==> src/sv/spq_pkg.sv <==
// spq_pkg: shared constants, status codes and cell control struct
// for the sorted priority queue; used by spq_cell and sorted_priority_queue
`default_nettype none

package spq_pkg;

  // queue geometry
  localparam int DEPTH   = 8;
  localparam int CNT_W   = $clog2(DEPTH + 1);
  localparam int VAL_W   = 32;
  localparam int STAT_W  = 2;
  localparam int COUNT_W = 4;

  // item commands
  localparam logic CMD_INSERT = 1'b0;
  localparam logic CMD_DELETE = 1'b1;

  // result status codes
  localparam logic [STAT_W-1:0] ST_DONE     = 2'd0;
  localparam logic [STAT_W-1:0] ST_FULL     = 2'd1;
  localparam logic [STAT_W-1:0] ST_EMPTY    = 2'd2;
  localparam logic [STAT_W-1:0] ST_NOTFOUND = 2'd3;

  // broadcast from control to every cell
  typedef struct packed {
    logic                    ins;    // insert goes ahead this cycle
    logic                    del;    // delete of a held value goes ahead
    logic signed [VAL_W-1:0] value;  // operand of the item
  } spq_ctl_t;

endpackage

`default_nettype wire

==> src/sv/spq_cell.sv <==
// spq_cell: one slot of the sorted row; compares the broadcast value with
// its entry and shifts with its neighbors on insert or delete; uses spq_pkg
`default_nettype none

module spq_cell (
  input  wire                              clk,
  input  wire                              rst_n,
  input  spq_pkg::spq_ctl_t                ctl,
  input  wire                              left_vld,   // left slot held
  input  wire                              left_ge,    // value >= left entry
  input  wire  signed [spq_pkg::VAL_W-1:0] left_ent,
  input  wire                              right_vld,
  input  wire  signed [spq_pkg::VAL_W-1:0] right_ent,
  output logic signed [spq_pkg::VAL_W-1:0] ent_r,
  output logic                             vld_r,
  output logic                             ge,         // value >= own entry
  output logic                             eq,         // value == own entry
  output logic signed [spq_pkg::VAL_W-1:0] ent_nxt,
  output logic                             vld_nxt
);
  import spq_pkg::*;

  logic ins_shift;
  logic ins_take;
  logic del_shift;

  // local compare against the broadcast value
  assign ge = (ctl.value >= ent_r);
  assign eq = (ctl.value == ent_r);

  // insert: take the left entry when the value is at or above it, or take the value here
  assign ins_shift = left_vld && left_ge;
  assign ins_take  = left_vld && !left_ge && (!vld_r || ge);

  // delete: every held slot at or after the first equal entry pulls from the right
  assign del_shift = vld_r && ge;

  // next entry and held flag
  always_comb begin
    ent_nxt = ent_r;
    vld_nxt = vld_r;
    if (ctl.ins) begin
      if (ins_shift) begin
        ent_nxt = left_ent;
      end else if (ins_take) begin
        ent_nxt = ctl.value;
      end
      vld_nxt = vld_r || left_vld;
    end else if (ctl.del) begin
      if (del_shift) begin
        ent_nxt = right_ent;
        vld_nxt = right_vld;
      end
    end
  end

  // slot registers
  always_ff @(posedge clk) begin
    if (!rst_n) begin
      vld_r <= 1'b0;
    end else begin
      vld_r <= vld_nxt;
    end
    ent_r <= ent_nxt;
  end

endmodule

`default_nettype wire

==> src/sv/sorted_priority_queue.sv <==
// sorted_priority_queue: top level; row of spq_cell slots kept largest first,
// item control, held count and the result register; uses spq_pkg and spq_cell
`default_nettype none

//  channel | ports          | fields (lowest bit first)
//  --------+----------------+--------------------------------------------
//  in      | in_t*          | tuser: command; tdata: value[31:0]
//  out     | out_t*         | tdata: status[1:0], count[5:2], top[37:6]
//
//  One item per cycle unless a held result stalls: every slot compares
//  the value and shifts with its neighbors in the same cycle, so the result
//  is registered in the cycle after the item is taken. The longest path runs
//  through the found flag, an OR over all slots, into the delete control of
//  every slot. Synchronous reset empties the queue (held count and slot flags
//  cleared). A stalled result blocks new items only while out_tready is low.

module sorted_priority_queue (
  input  wire         clk,
  input  wire         rst_n,
  input  wire         in_tvalid,
  output logic        in_tready,
  input  wire  [31:0] in_tdata,   // value[31:0]
  input  wire         in_tuser,   // command
  output logic        out_tvalid,
  input  wire         out_tready,
  output logic [39:0] out_tdata   // status[1:0], count[5:2], top_value[37:6], zero
);
  import spq_pkg::*;

  logic                    step;
  logic                    full;
  logic                    found;
  spq_ctl_t                ctl;
  logic [CNT_W-1:0]        held_r;
  logic [CNT_W-1:0]        held_nxt;
  logic [STAT_W-1:0]       status;
  logic [CNT_W+COUNT_W-1:0] cnt_ext;

  logic signed [VAL_W-1:0] ent     [DEPTH];
  logic signed [VAL_W-1:0] ent_nxt [DEPTH];
  logic [DEPTH-1:0]        vld;
  logic [DEPTH-1:0]        vld_nxt;
  logic [DEPTH-1:0]        ge;
  logic [DEPTH-1:0]        eq;

  logic                    out_valid_r;
  logic [STAT_W-1:0]       out_status_r;
  logic [COUNT_W-1:0]      out_count_r;
  logic signed [VAL_W-1:0] out_top_r;

  // handshake: the result register frees as it is taken
  assign in_tready = !out_valid_r || out_tready;
  assign step      = in_tvalid && in_tready;

  // item decode
  assign full  = (held_r == CNT_W'(DEPTH));
  assign found = |(vld & eq);

  always_comb begin
    ctl.value = in_tdata;
    ctl.ins   = 1'b0;
    ctl.del   = 1'b0;
    held_nxt  = held_r;
    status    = ST_DONE;
    if (in_tuser == CMD_INSERT) begin
      if (full) begin
        status = ST_FULL;
      end else begin
        ctl.ins  = step;
        held_nxt = held_r + CNT_W'(1);
      end
    end else begin
      if (held_r == '0) begin
        status = ST_EMPTY;
      end else if (!found) begin
        status = ST_NOTFOUND;
      end else begin
        ctl.del  = step;
        held_nxt = held_r - CNT_W'(1);
      end
    end
  end

  // row of slots, largest entry in slot 0
  for (genvar k = 0; k < DEPTH; k++) begin : g_cell
    logic                    l_vld;
    logic                    l_ge;
    logic signed [VAL_W-1:0] l_ent;
    logic                    r_vld;
    logic signed [VAL_W-1:0] r_ent;

    if (k == 0) begin : g_head
      assign l_vld = 1'b1;
      assign l_ge  = 1'b0;
      assign l_ent = '0;
    end else begin : g_body
      assign l_vld = vld[k-1];
      assign l_ge  = ge[k-1];
      assign l_ent = ent[k-1];
    end

    if (k == DEPTH - 1) begin : g_tail
      assign r_vld = 1'b0;
      assign r_ent = '0;
    end else begin : g_mid
      assign r_vld = vld[k+1];
      assign r_ent = ent[k+1];
    end

    spq_cell u_cell (
      .clk       (clk),
      .rst_n     (rst_n),
      .ctl       (ctl),
      .left_vld  (l_vld),
      .left_ge   (l_ge),
      .left_ent  (l_ent),
      .right_vld (r_vld),
      .right_ent (r_ent),
      .ent_r     (ent[k]),
      .vld_r     (vld[k]),
      .ge        (ge[k]),
      .eq        (eq[k]),
      .ent_nxt   (ent_nxt[k]),
      .vld_nxt   (vld_nxt[k])
    );
  end

  // count field keeps the low bits of the held count
  assign cnt_ext = {{COUNT_W{1'b0}}, held_nxt};

  // held count and result register
  always_ff @(posedge clk) begin
    if (!rst_n) begin
      held_r      <= '0;
      out_valid_r <= 1'b0;
    end else begin
      if (step) begin
        held_r      <= held_nxt;
        out_valid_r <= 1'b1;
      end else if (out_tready) begin
        out_valid_r <= 1'b0;
      end
    end
    if (step) begin
      out_status_r <= status;
      out_count_r  <= cnt_ext[COUNT_W-1:0];
      out_top_r    <= vld_nxt[0] ? ent_nxt[0] : '0;
    end
  end

  assign out_tvalid = out_valid_r;
  assign out_tdata  = {2'b00, out_top_r, out_count_r, out_status_r};

`ifndef SYNTHESIS
  a_held_range: assert property (@(posedge clk) disable iff (!rst_n)
    held_r <= CNT_W'(DEPTH))
    else $error("held count beyond depth");

  a_held_flags: assert property (@(posedge clk) disable iff (!rst_n)
    ($countones(vld) == int'(held_r)) && ((vld & (vld + DEPTH'(1))) == '0))
    else $error("slot flags do not match held count");

  a_full_count: assert property (@(posedge clk) disable iff (!rst_n)
    step && (status == ST_FULL) |=> (held_r == CNT_W'(DEPTH)) && out_tvalid)
    else $error("full status with room left");

  a_empty_top: assert property (@(posedge clk) disable iff (!rst_n)
    step && (held_nxt == '0) |=> (out_top_r == '0))
    else $error("top value not zero on empty queue");
`endif

endmodule

`default_nettype wire
==> config.mk <==
export PLATFORM = sky130hd
export DESIGN_NAME = sorted_priority_queue
export DESIGN_NICKNAME = d
export VERILOG_FILES = /design/src/sv/spq_pkg.sv /design/src/sv/spq_cell.sv /design/src/sv/sorted_priority_queue.sv
export SDC_FILE = /design/constraint.sdc
export NUM_CORES = 1
export LEC_CHECK = 0
export ABC_AREA = 1
export BUFFER_PORTS_ARGS = -buffer_cell sky130_fd_sc_hd__buf_2
export CAP_MARGIN = 20
export CORE_ASPECT_RATIO = 1.1
export CORE_MARGIN = 10
export CORE_UTILIZATION = 30
export CTS_CLUSTER_DIAMETER = 50
export DETAILED_ROUTE_END_ITERATION = 8
export SKIP_CTS_REPAIR_TIMING = 1
export SYNTH_ARGS = -nofsm -noshare
export SYNTH_HDL_FRONTEND = slang
export SYNTH_SLANG_ARGS = --single-unit
==> constraint.sdc <==
create_clock -name clk -period 6.5 [get_ports clk]
set_input_delay 0.975 -clock clk [delete_from_list [all_inputs] [get_ports clk]]
set_output_delay 0.975 -clock clk [all_outputs]
set_load 0.03 [all_outputs]
* Word-level counts from Yosys, hierarchy flattened
Index checks and enable logic that the tools add are counted. Widths: inputs -> output; s select.
Word-level totals: RAM bits 0, flip-flop bits (word level) 307, word-level logic and storage cells 206, memories 0, latch bits 0, output and inout bits 42, bits of input ports 37, memory bits (read-only) 0
Operators by class: equality and inequality tests 16, divide/modulo/power cells 0, shift operators 0, add/sub/neg operators 2, order comparisons 8, muxes and demuxes 78, multiply operators 0, reduce and logical (&&, ||, !) cells 80, bitwise gates (word level) 1
Operators with widths (count):
- $mux 32 | 39
- $eq 32x32->1 | 8
- $ge 32x32->1 | 8
- $mux 1 | 32
- $logic_and 1x1->1 | 23
- $ne 3x1->1 const B | 7
- $reduce_and 3->1 | 7
- $reduce_bool 2->1 | 9
- $logic_not 1->1 | 16
- $logic_or 1x1->1 | 16
- $mux 4 | 4
- $reduce_and 2->1 | 7
- $and 8x8->8 | 1
- $reduce_or 8->1 | 1
- $mux 2 | 3
- $add 4x1->4 const B | 1
- $eq 4x4->1 const B | 1
- $logic_not 4->1 | 1
- $sub 4x1->4 const B | 1

* Depth between registers and ports, before layout
word-level depth 8, depth in mapped cells 21

* By module
From an unflattened synthesis, not the netlist that was laid out.
Second synthesis, totals: cell total of the unflattened synthesis 4297, area, all modules 27366.2 um^2
By module, submodules not included:
- spq_cell at g_cell[0].u_cell ... | seq. area each 660.6 um^2, cells an instance 513, instances 6, area each 3174.3 um^2
- spq_cell at g_cell[6].u_cell ... | seq. area each 660.6 um^2, cells an instance 511, instances 2, area each 3181.8 um^2
- sorted_priority_queue | seq. area each 1241.2 um^2, cells an instance 197, instances 1, area each 1956.9 um^2

* Worst setup path after synthesis
OpenSTA, ideal clock, no wires.
path type input-to-reg, start in out_tready, end reg g_cell[2].u_cell.ent_r[0] in the netlist's numbering, enable pin, setup slack 0.981 ns, arrival time 5.053 ns, setup time 0.466 ns, cell stages on the path 9, required time 6.034 ns, cell sequence inv_1 nand2_1 nand2_1 inv_1 nand2_1 a21oi_4 buf_6 inv_1 o21ai_0
On the way: cells in the longest elaborated chain, start to end 7, elaborated cells on any way between the ends 11, classes of those cells 1 x eq/ne; 5 x mux; 5 x reduce/logical
RTL lines:
- start: declaration | RTL line sorted_priority_queue.sv:25 | input wire out_tready,
- $logic_or 1x1->1 (*) | RTL line sorted_priority_queue.sv:52 | assign in_tready = !out_valid_r || out_tready;
- via in_tready | RTL line sorted_priority_queue.sv:21 | output logic in_tready,
- $logic_and 1x1->1 (*) | RTL line sorted_priority_queue.sv:53 | assign step = in_tvalid && in_tready;
- via step | RTL line sorted_priority_queue.sv:30 | logic step;
- $mux 1 | RTL line sorted_priority_queue.sv:75 | end else if (!found) begin
- $mux 1 | RTL line sorted_priority_queue.sv:73 | if (held_r == '0) begin
- $mux 1 | RTL line sorted_priority_queue.sv:65 | if (in_tuser == CMD_INSERT) begin
- $reduce_bool 2->1 (no source line)
- $reduce_and 3->1 (no source line) (*)
- end signal: assignment | RTL line spq_cell.sv:64 | ent_r <= ent_nxt;
- end: declaration | RTL line spq_cell.sv:14 | output logic signed [spq_pkg::VAL_W-1:0] ent_r,
Mark *: on every way through the listed nets, which the timed path passes. The rest lies on a longest branch. A chain may end at the register's enable or synchronous reset.

* Worst setup path in the final report
start in in_tdata[0], end reg out_top_r[12] (data pin)
On the way: cells in the longest elaborated chain, start to end 8, elaborated cells on any way between the ends 23, classes of those cells 1 x order compare; 8 x eq/ne; 10 x mux; 1 x bitwise; 3 x reduce/logical
RTL lines:
- start: declaration | RTL line sorted_priority_queue.sv:22 | input wire [31:0] in_tdata,
- $eq 32x32->1 | RTL line spq_cell.sv:29 | assign eq = (ctl.value == ent_r);
- $and 8x8->8 | RTL line sorted_priority_queue.sv:57 | assign found = |(vld & eq);
- $reduce_or 8->1 | RTL line sorted_priority_queue.sv:57
- $mux 1 | RTL line sorted_priority_queue.sv:75
- $mux 1 | RTL line sorted_priority_queue.sv:73
- $mux 1 | RTL line sorted_priority_queue.sv:65
- $mux 32 or $mux 1 (tied branches) | RTL line spq_cell.sv:49 | end else if (ctl.del) begin
- $mux 32 or $mux 1 (tied branches) | RTL line spq_cell.sv:42 | if (ctl.ins) begin
- end signal: assignment | RTL line sorted_priority_queue.sv:147 | out_top_r <= vld_nxt[0] ? ent_nxt[0] : '0;
- end: declaration | RTL line sorted_priority_queue.sv:49 | logic signed [VAL_W-1:0] out_top_r;
Several ways; a longest one is shown, not always the timed one.

==> summary.md <==
| Metric | Value |
|---|---|
| Area share of xor/xnor cells in the synthesized design | `0.156%` |
| Area of the core region | `74500 sq um` |
| Horiz. Die Dim | `281 microns` |
| Largest stage delay, worst path | `0.70 ns` |
| Detailed Routing Iterations Pass 1 | `6` |
| Maximum achievable frequency | `239 MHz` |
| Final setup skew | `0.0181 ns` |
| Largest net degree at the start of global routing | `81` |
| Wirelength per Cell | `16.2 microns` |
| Multi-input gate area in the final layout | `11700 sq um` |
| Minimum period implied by the final worst setup slack | `4.19 ns` |
| Proportion of synthesized area in mux cells | `0%` |
| Ranking of synthesized cells by instance count | `sky130_fd_sc_hd__nand2_1 (859), sky130_fd_sc_hd__nand3_1 (391), sky130_fd_sc_hd__inv_1 (383), sky130_fd_sc_hd__edfxtp_1 (262), sky130_fd_sc_hd__ha_1 (258)` |
| Synth top area cells | `sky130_fd_sc_hd__edfxtp_1 (35%), sky130_fd_sc_hd__ha_1 (14%), sky130_fd_sc_hd__nand2_1 (14%), sky130_fd_sc_hd__nand3_1 (8.7%), sky130_fd_sc_hd__inv_1 (6.4%)` |
| Relative slew slack | `28.3%` |
| Row count | `105` |
| CP cell instances | `buf_2, inv_1, ha_1, nand2_1, nor2_1, nand2_1, nor2_1, nand3_1, nand2_1, nor2_1, a21oi_4, buf_4, nand3_2, nand2_1, nand3_1, nand2_1, nor2_1` |
| CTS root buf | `sky130_fd_sc_hd__clkbuf_16` |
| Transition time at the pin with the least slew margin | `1.07 ns` |
| Area share of fa/ha/maj cells after synthesis | `14.4%` |
| Cell type of the slowest stage on the worst timing path | `sky130_fd_sc_hd__nand3_2` |
| Sum of net half-perimeters after detailed placement | `49400 microns` |
| Synth Flop Type | `sky130_fd_sc_hd__edfxtp_1` |
| Arrival time worst endpoint | `4.47 ns` |
| Starting DRC count in detailed routing | `1520` |
| PortBufs | `76` |
| Area of the die | `86300 sq um` |
| Combinational family with the most area after synthesis | `simple AND/OR/NAND/NOR gates` |
| Area share of the largest cell type after synthesis | `35.0%` |
| Unique masters post-synth | `38` |
| Critical Path Source Type | `input port` |
| Number of synthesized register bits | `307` |
| Routed via count divided by cell count | `4.86` |
| Area taken by flip-flops and latches | `8770 sq um` |
| # setup viols final | `0` |
| Nature of the critical path endpoint | `register` |
| WL final | `65100 microns` |
| Post-route non-filler standard cell count | `4011` |
| Highest fanout seen on the critical path | `40` |
| Clock tree buffer depth | `3` |
| Worst path most repeated cell | `sky130_fd_sc_hd__nand2_1` |
| Number of cells in the design after placement | `3940` |
| Total power after layout | `5.63 mW` |
| DIE HEIGHT | `307 microns` |
| Data required time at the worst endpoint | `6.78 ns` |
| Clock input transition at the sequential cells of the worst setup and hold paths | `0.05 ns` |
| Slew Limit Fails | `0` |
| Total I/O pin count | `79` |
| Synthesis-to-finish area growth | `12.0%` |
| Cell type contributing the most total cell area after synthesis | `sky130_fd_sc_hd__edfxtp_1` |
| Lkg Pwr | `12.0 nW` |
| Final hold violations | `0` |
| All-Layer GR Usage | `14.8%` |
| Fill cell instance count of the final layout | `7853` |
| Synthesized cell area | `22500 sq um` |
| Cts bufs inserted | `39` |
| Fraction of registers with async set or reset after synthesis | `0%` |
| Number of flops mapped to enable cells by yosys | `262` |
| Clock tree from TritonCTS | `built` |
| Power per cell area | `223 nW/um^2` |
| Number of antenna violations at the first check in global routing | `6` |
| Via Count | `19500` |
| Unrepaired setup endpoints after global routing | `false` |
| Final critical-path share of the clock period | `64.4%` |
| Final global-route overflow total | `0` |
| ANT nets after route | `0` |
| Synthesized area divided by synthesized cell count | `7.48 sq um` |
| Basic-gate share of the synthesized area counting and, or, nand and nor cells | `28.5%` |
| Sequential element share of the synthesized area | `39.0%` |
| Critical setup path kind | `input port to register` |
| Net count, final | `3316` |
| Starting Density | `30.2%` |
| Class of the tightest hold or removal check | `register to register` |
| Synthesized netlist cell count | `3007` |
| DRC violation count after routing | `0` |
| Wire length of the first global-routing pass | `104000 microns` |
| Number of sinks driven by the clock tree | `307` |
| Cell family with most CP delay | `simple AND/OR/NAND/NOR gates` |
| Level count of the clock H-tree | `2` |
| Synthesized-area fraction occupied by ao, oa, aoi and oai cells | `8.84%` |
| Antenna diodes | `0` |
| Warnings, synthesis | `0` |
| Dominant cell by count in the synthesized netlist | `sky130_fd_sc_hd__nand2_1` |
| Via count of the first global-routing pass | `18600` |
| Worst IR Drop VDD | `0.182 mV` |
| Source-to-sink clock delay at the later pin of the worst-skew pair | `0.55 ns` |
| Buffers & Inverters on Critical Path | `3` |
| Outcome | `complete, no violations` |
| Core occupancy in the finished layout | `33.8%` |
| Share of cells above drive strength 1 | `6.20%` |
| # Max-Cap Violations | `0` |
| GP Congestion | `0.847` |
| Final total negative setup slack | `0 ns` |
[where the power goes]
part	internal, mW	switching, mW	leakage, nW	total [mW]
combinational	0.321	0.723	8.52	1.04
sequential	2.26	0.0845	2.81	2.35
clock	1.36	0.876	0.627	2.24
[routing by layer]
metal	part of all wire (%)	track usage, %	wire, microns	vias up
met5	0.071	0	46	-
met4	2.6	4.30	1690	10
met3	5.0	1.71	3230	98
met2	47	25.0	30500	455
met1	45	19.4	29600	8941
li1	-	-	-	10000
[state kept, by name (all words and copies together), names as in the netlist]
register,flops
g_cell.u_cell.ent_r,256
g_cell.u_cell.vld_r,8
held_r,4
out_count_r,4
out_status_r,2
out_top_r,32
out_tvalid,1
[layout by cell type (no fill, tap or decap), types with 3 or more instances in the layout]
cell,synthesis,routed
sky130_fd_sc_hd__o21a_1,7,7
sky130_fd_sc_hd__ha_1,258,258
sky130_fd_sc_hd__nor2_1,212,212
sky130_fd_sc_hd__nor3_1,6,6
sky130_fd_sc_hd__inv_6,0,4
sky130_fd_sc_hd__inv_1,383,382
sky130_fd_sc_hd__o211ai_1,7,7
sky130_fd_sc_hd__buf_16,0,4
sky130_fd_sc_hd__clkbuf_1,91,11
sky130_fd_sc_hd__xor2_1,4,4
sky130_fd_sc_hd__buf_2,37,76
sky130_fd_sc_hd__clkbuf_16,0,39
sky130_fd_sc_hd__edfxtp_1,262,262
sky130_fd_sc_hd__nor2_2,4,3
sky130_fd_sc_hd__dfxtp_1,45,45
sky130_fd_sc_hd__nand3_1,391,391
sky130_fd_sc_hd__nand3b_1,6,6
sky130_fd_sc_hd__o21ai_4,0,3
sky130_fd_sc_hd__o21ai_0,182,179
sky130_fd_sc_hd__clkinv_4,0,4
sky130_fd_sc_hd__a21oi_1,173,172
sky130_fd_sc_hd__inv_2,4,4
sky130_fd_sc_hd__bufinv_16,0,6
sky130_fd_sc_hd__buf_4,5,32
sky130_fd_sc_hd__nand2_1,859,859
sky130_fd_sc_hd__nand4_1,41,41
[cells by family (layout without fill, tap and decap cells)]
| family | count (synthesis) | after routing |
|---|---|---|
| compound gates | 382 | 382 |
| xor+xnor | 4 | 4 |
| fa+ha+maj | 258 | 258 |
| buf+inv | 527 | 567 |
| flops | 307 | 307 |
| other cells | 1 | 2 |
| simple gates | 1528 | 1528 |
[layout make-up]
| cell class | count | share of cell area (%) |
|---|---|---|
| clock inverters | 17 | 1.03 |
| flip-flops and latches | 307 | 34.8 |
| inverters | 387 | 5.79 |
| repair buffers | 112 | 2.90 |
| clock buffers | 51 | 4.09 |
| well taps | 963 | 4.79 |
| multi-input cells | 2174 | 46.6 |
[worst paths after layout]
check / depth (start not counted) / end / startpoint / slack (ns)
max reg2reg: 16 / out_top_r[12] / g_cell[0].u_cell.ent_r[15] / 2.70
min reg2reg: 2 / out_tvalid / out_tvalid / 0.50
min: 2 / out_tvalid / out_tvalid / 0.50
max: 17 / out_top_r[12] / in_tdata[0] / 2.31
[through the flow]
stage	instance area [sq um]	hold WS [ns]	worst slack, ns
final	25200	0.504	2.31
after floorplan	22500	0.509	0.981
after global placement	23800	0.495	1.80
after detailed placement	23800	0.504	1.76
after global routing	25200	0.548	1.98
after CTS	25100	0.511	2.33
[worst register-to-register path, delay by kind of cell, from the launching register on]
kind / cells / cell delay, ns
buffers and inverters: 2 / 0.48
AOI/OAI and AO/OA: 1 / 0.12
adders and majority gates: 1 / 0.29
and+or+nand+nor: 12 / 2.27
DFF: 1 / 0.38
Note: power is estimated with default switching activity, not from simulation.
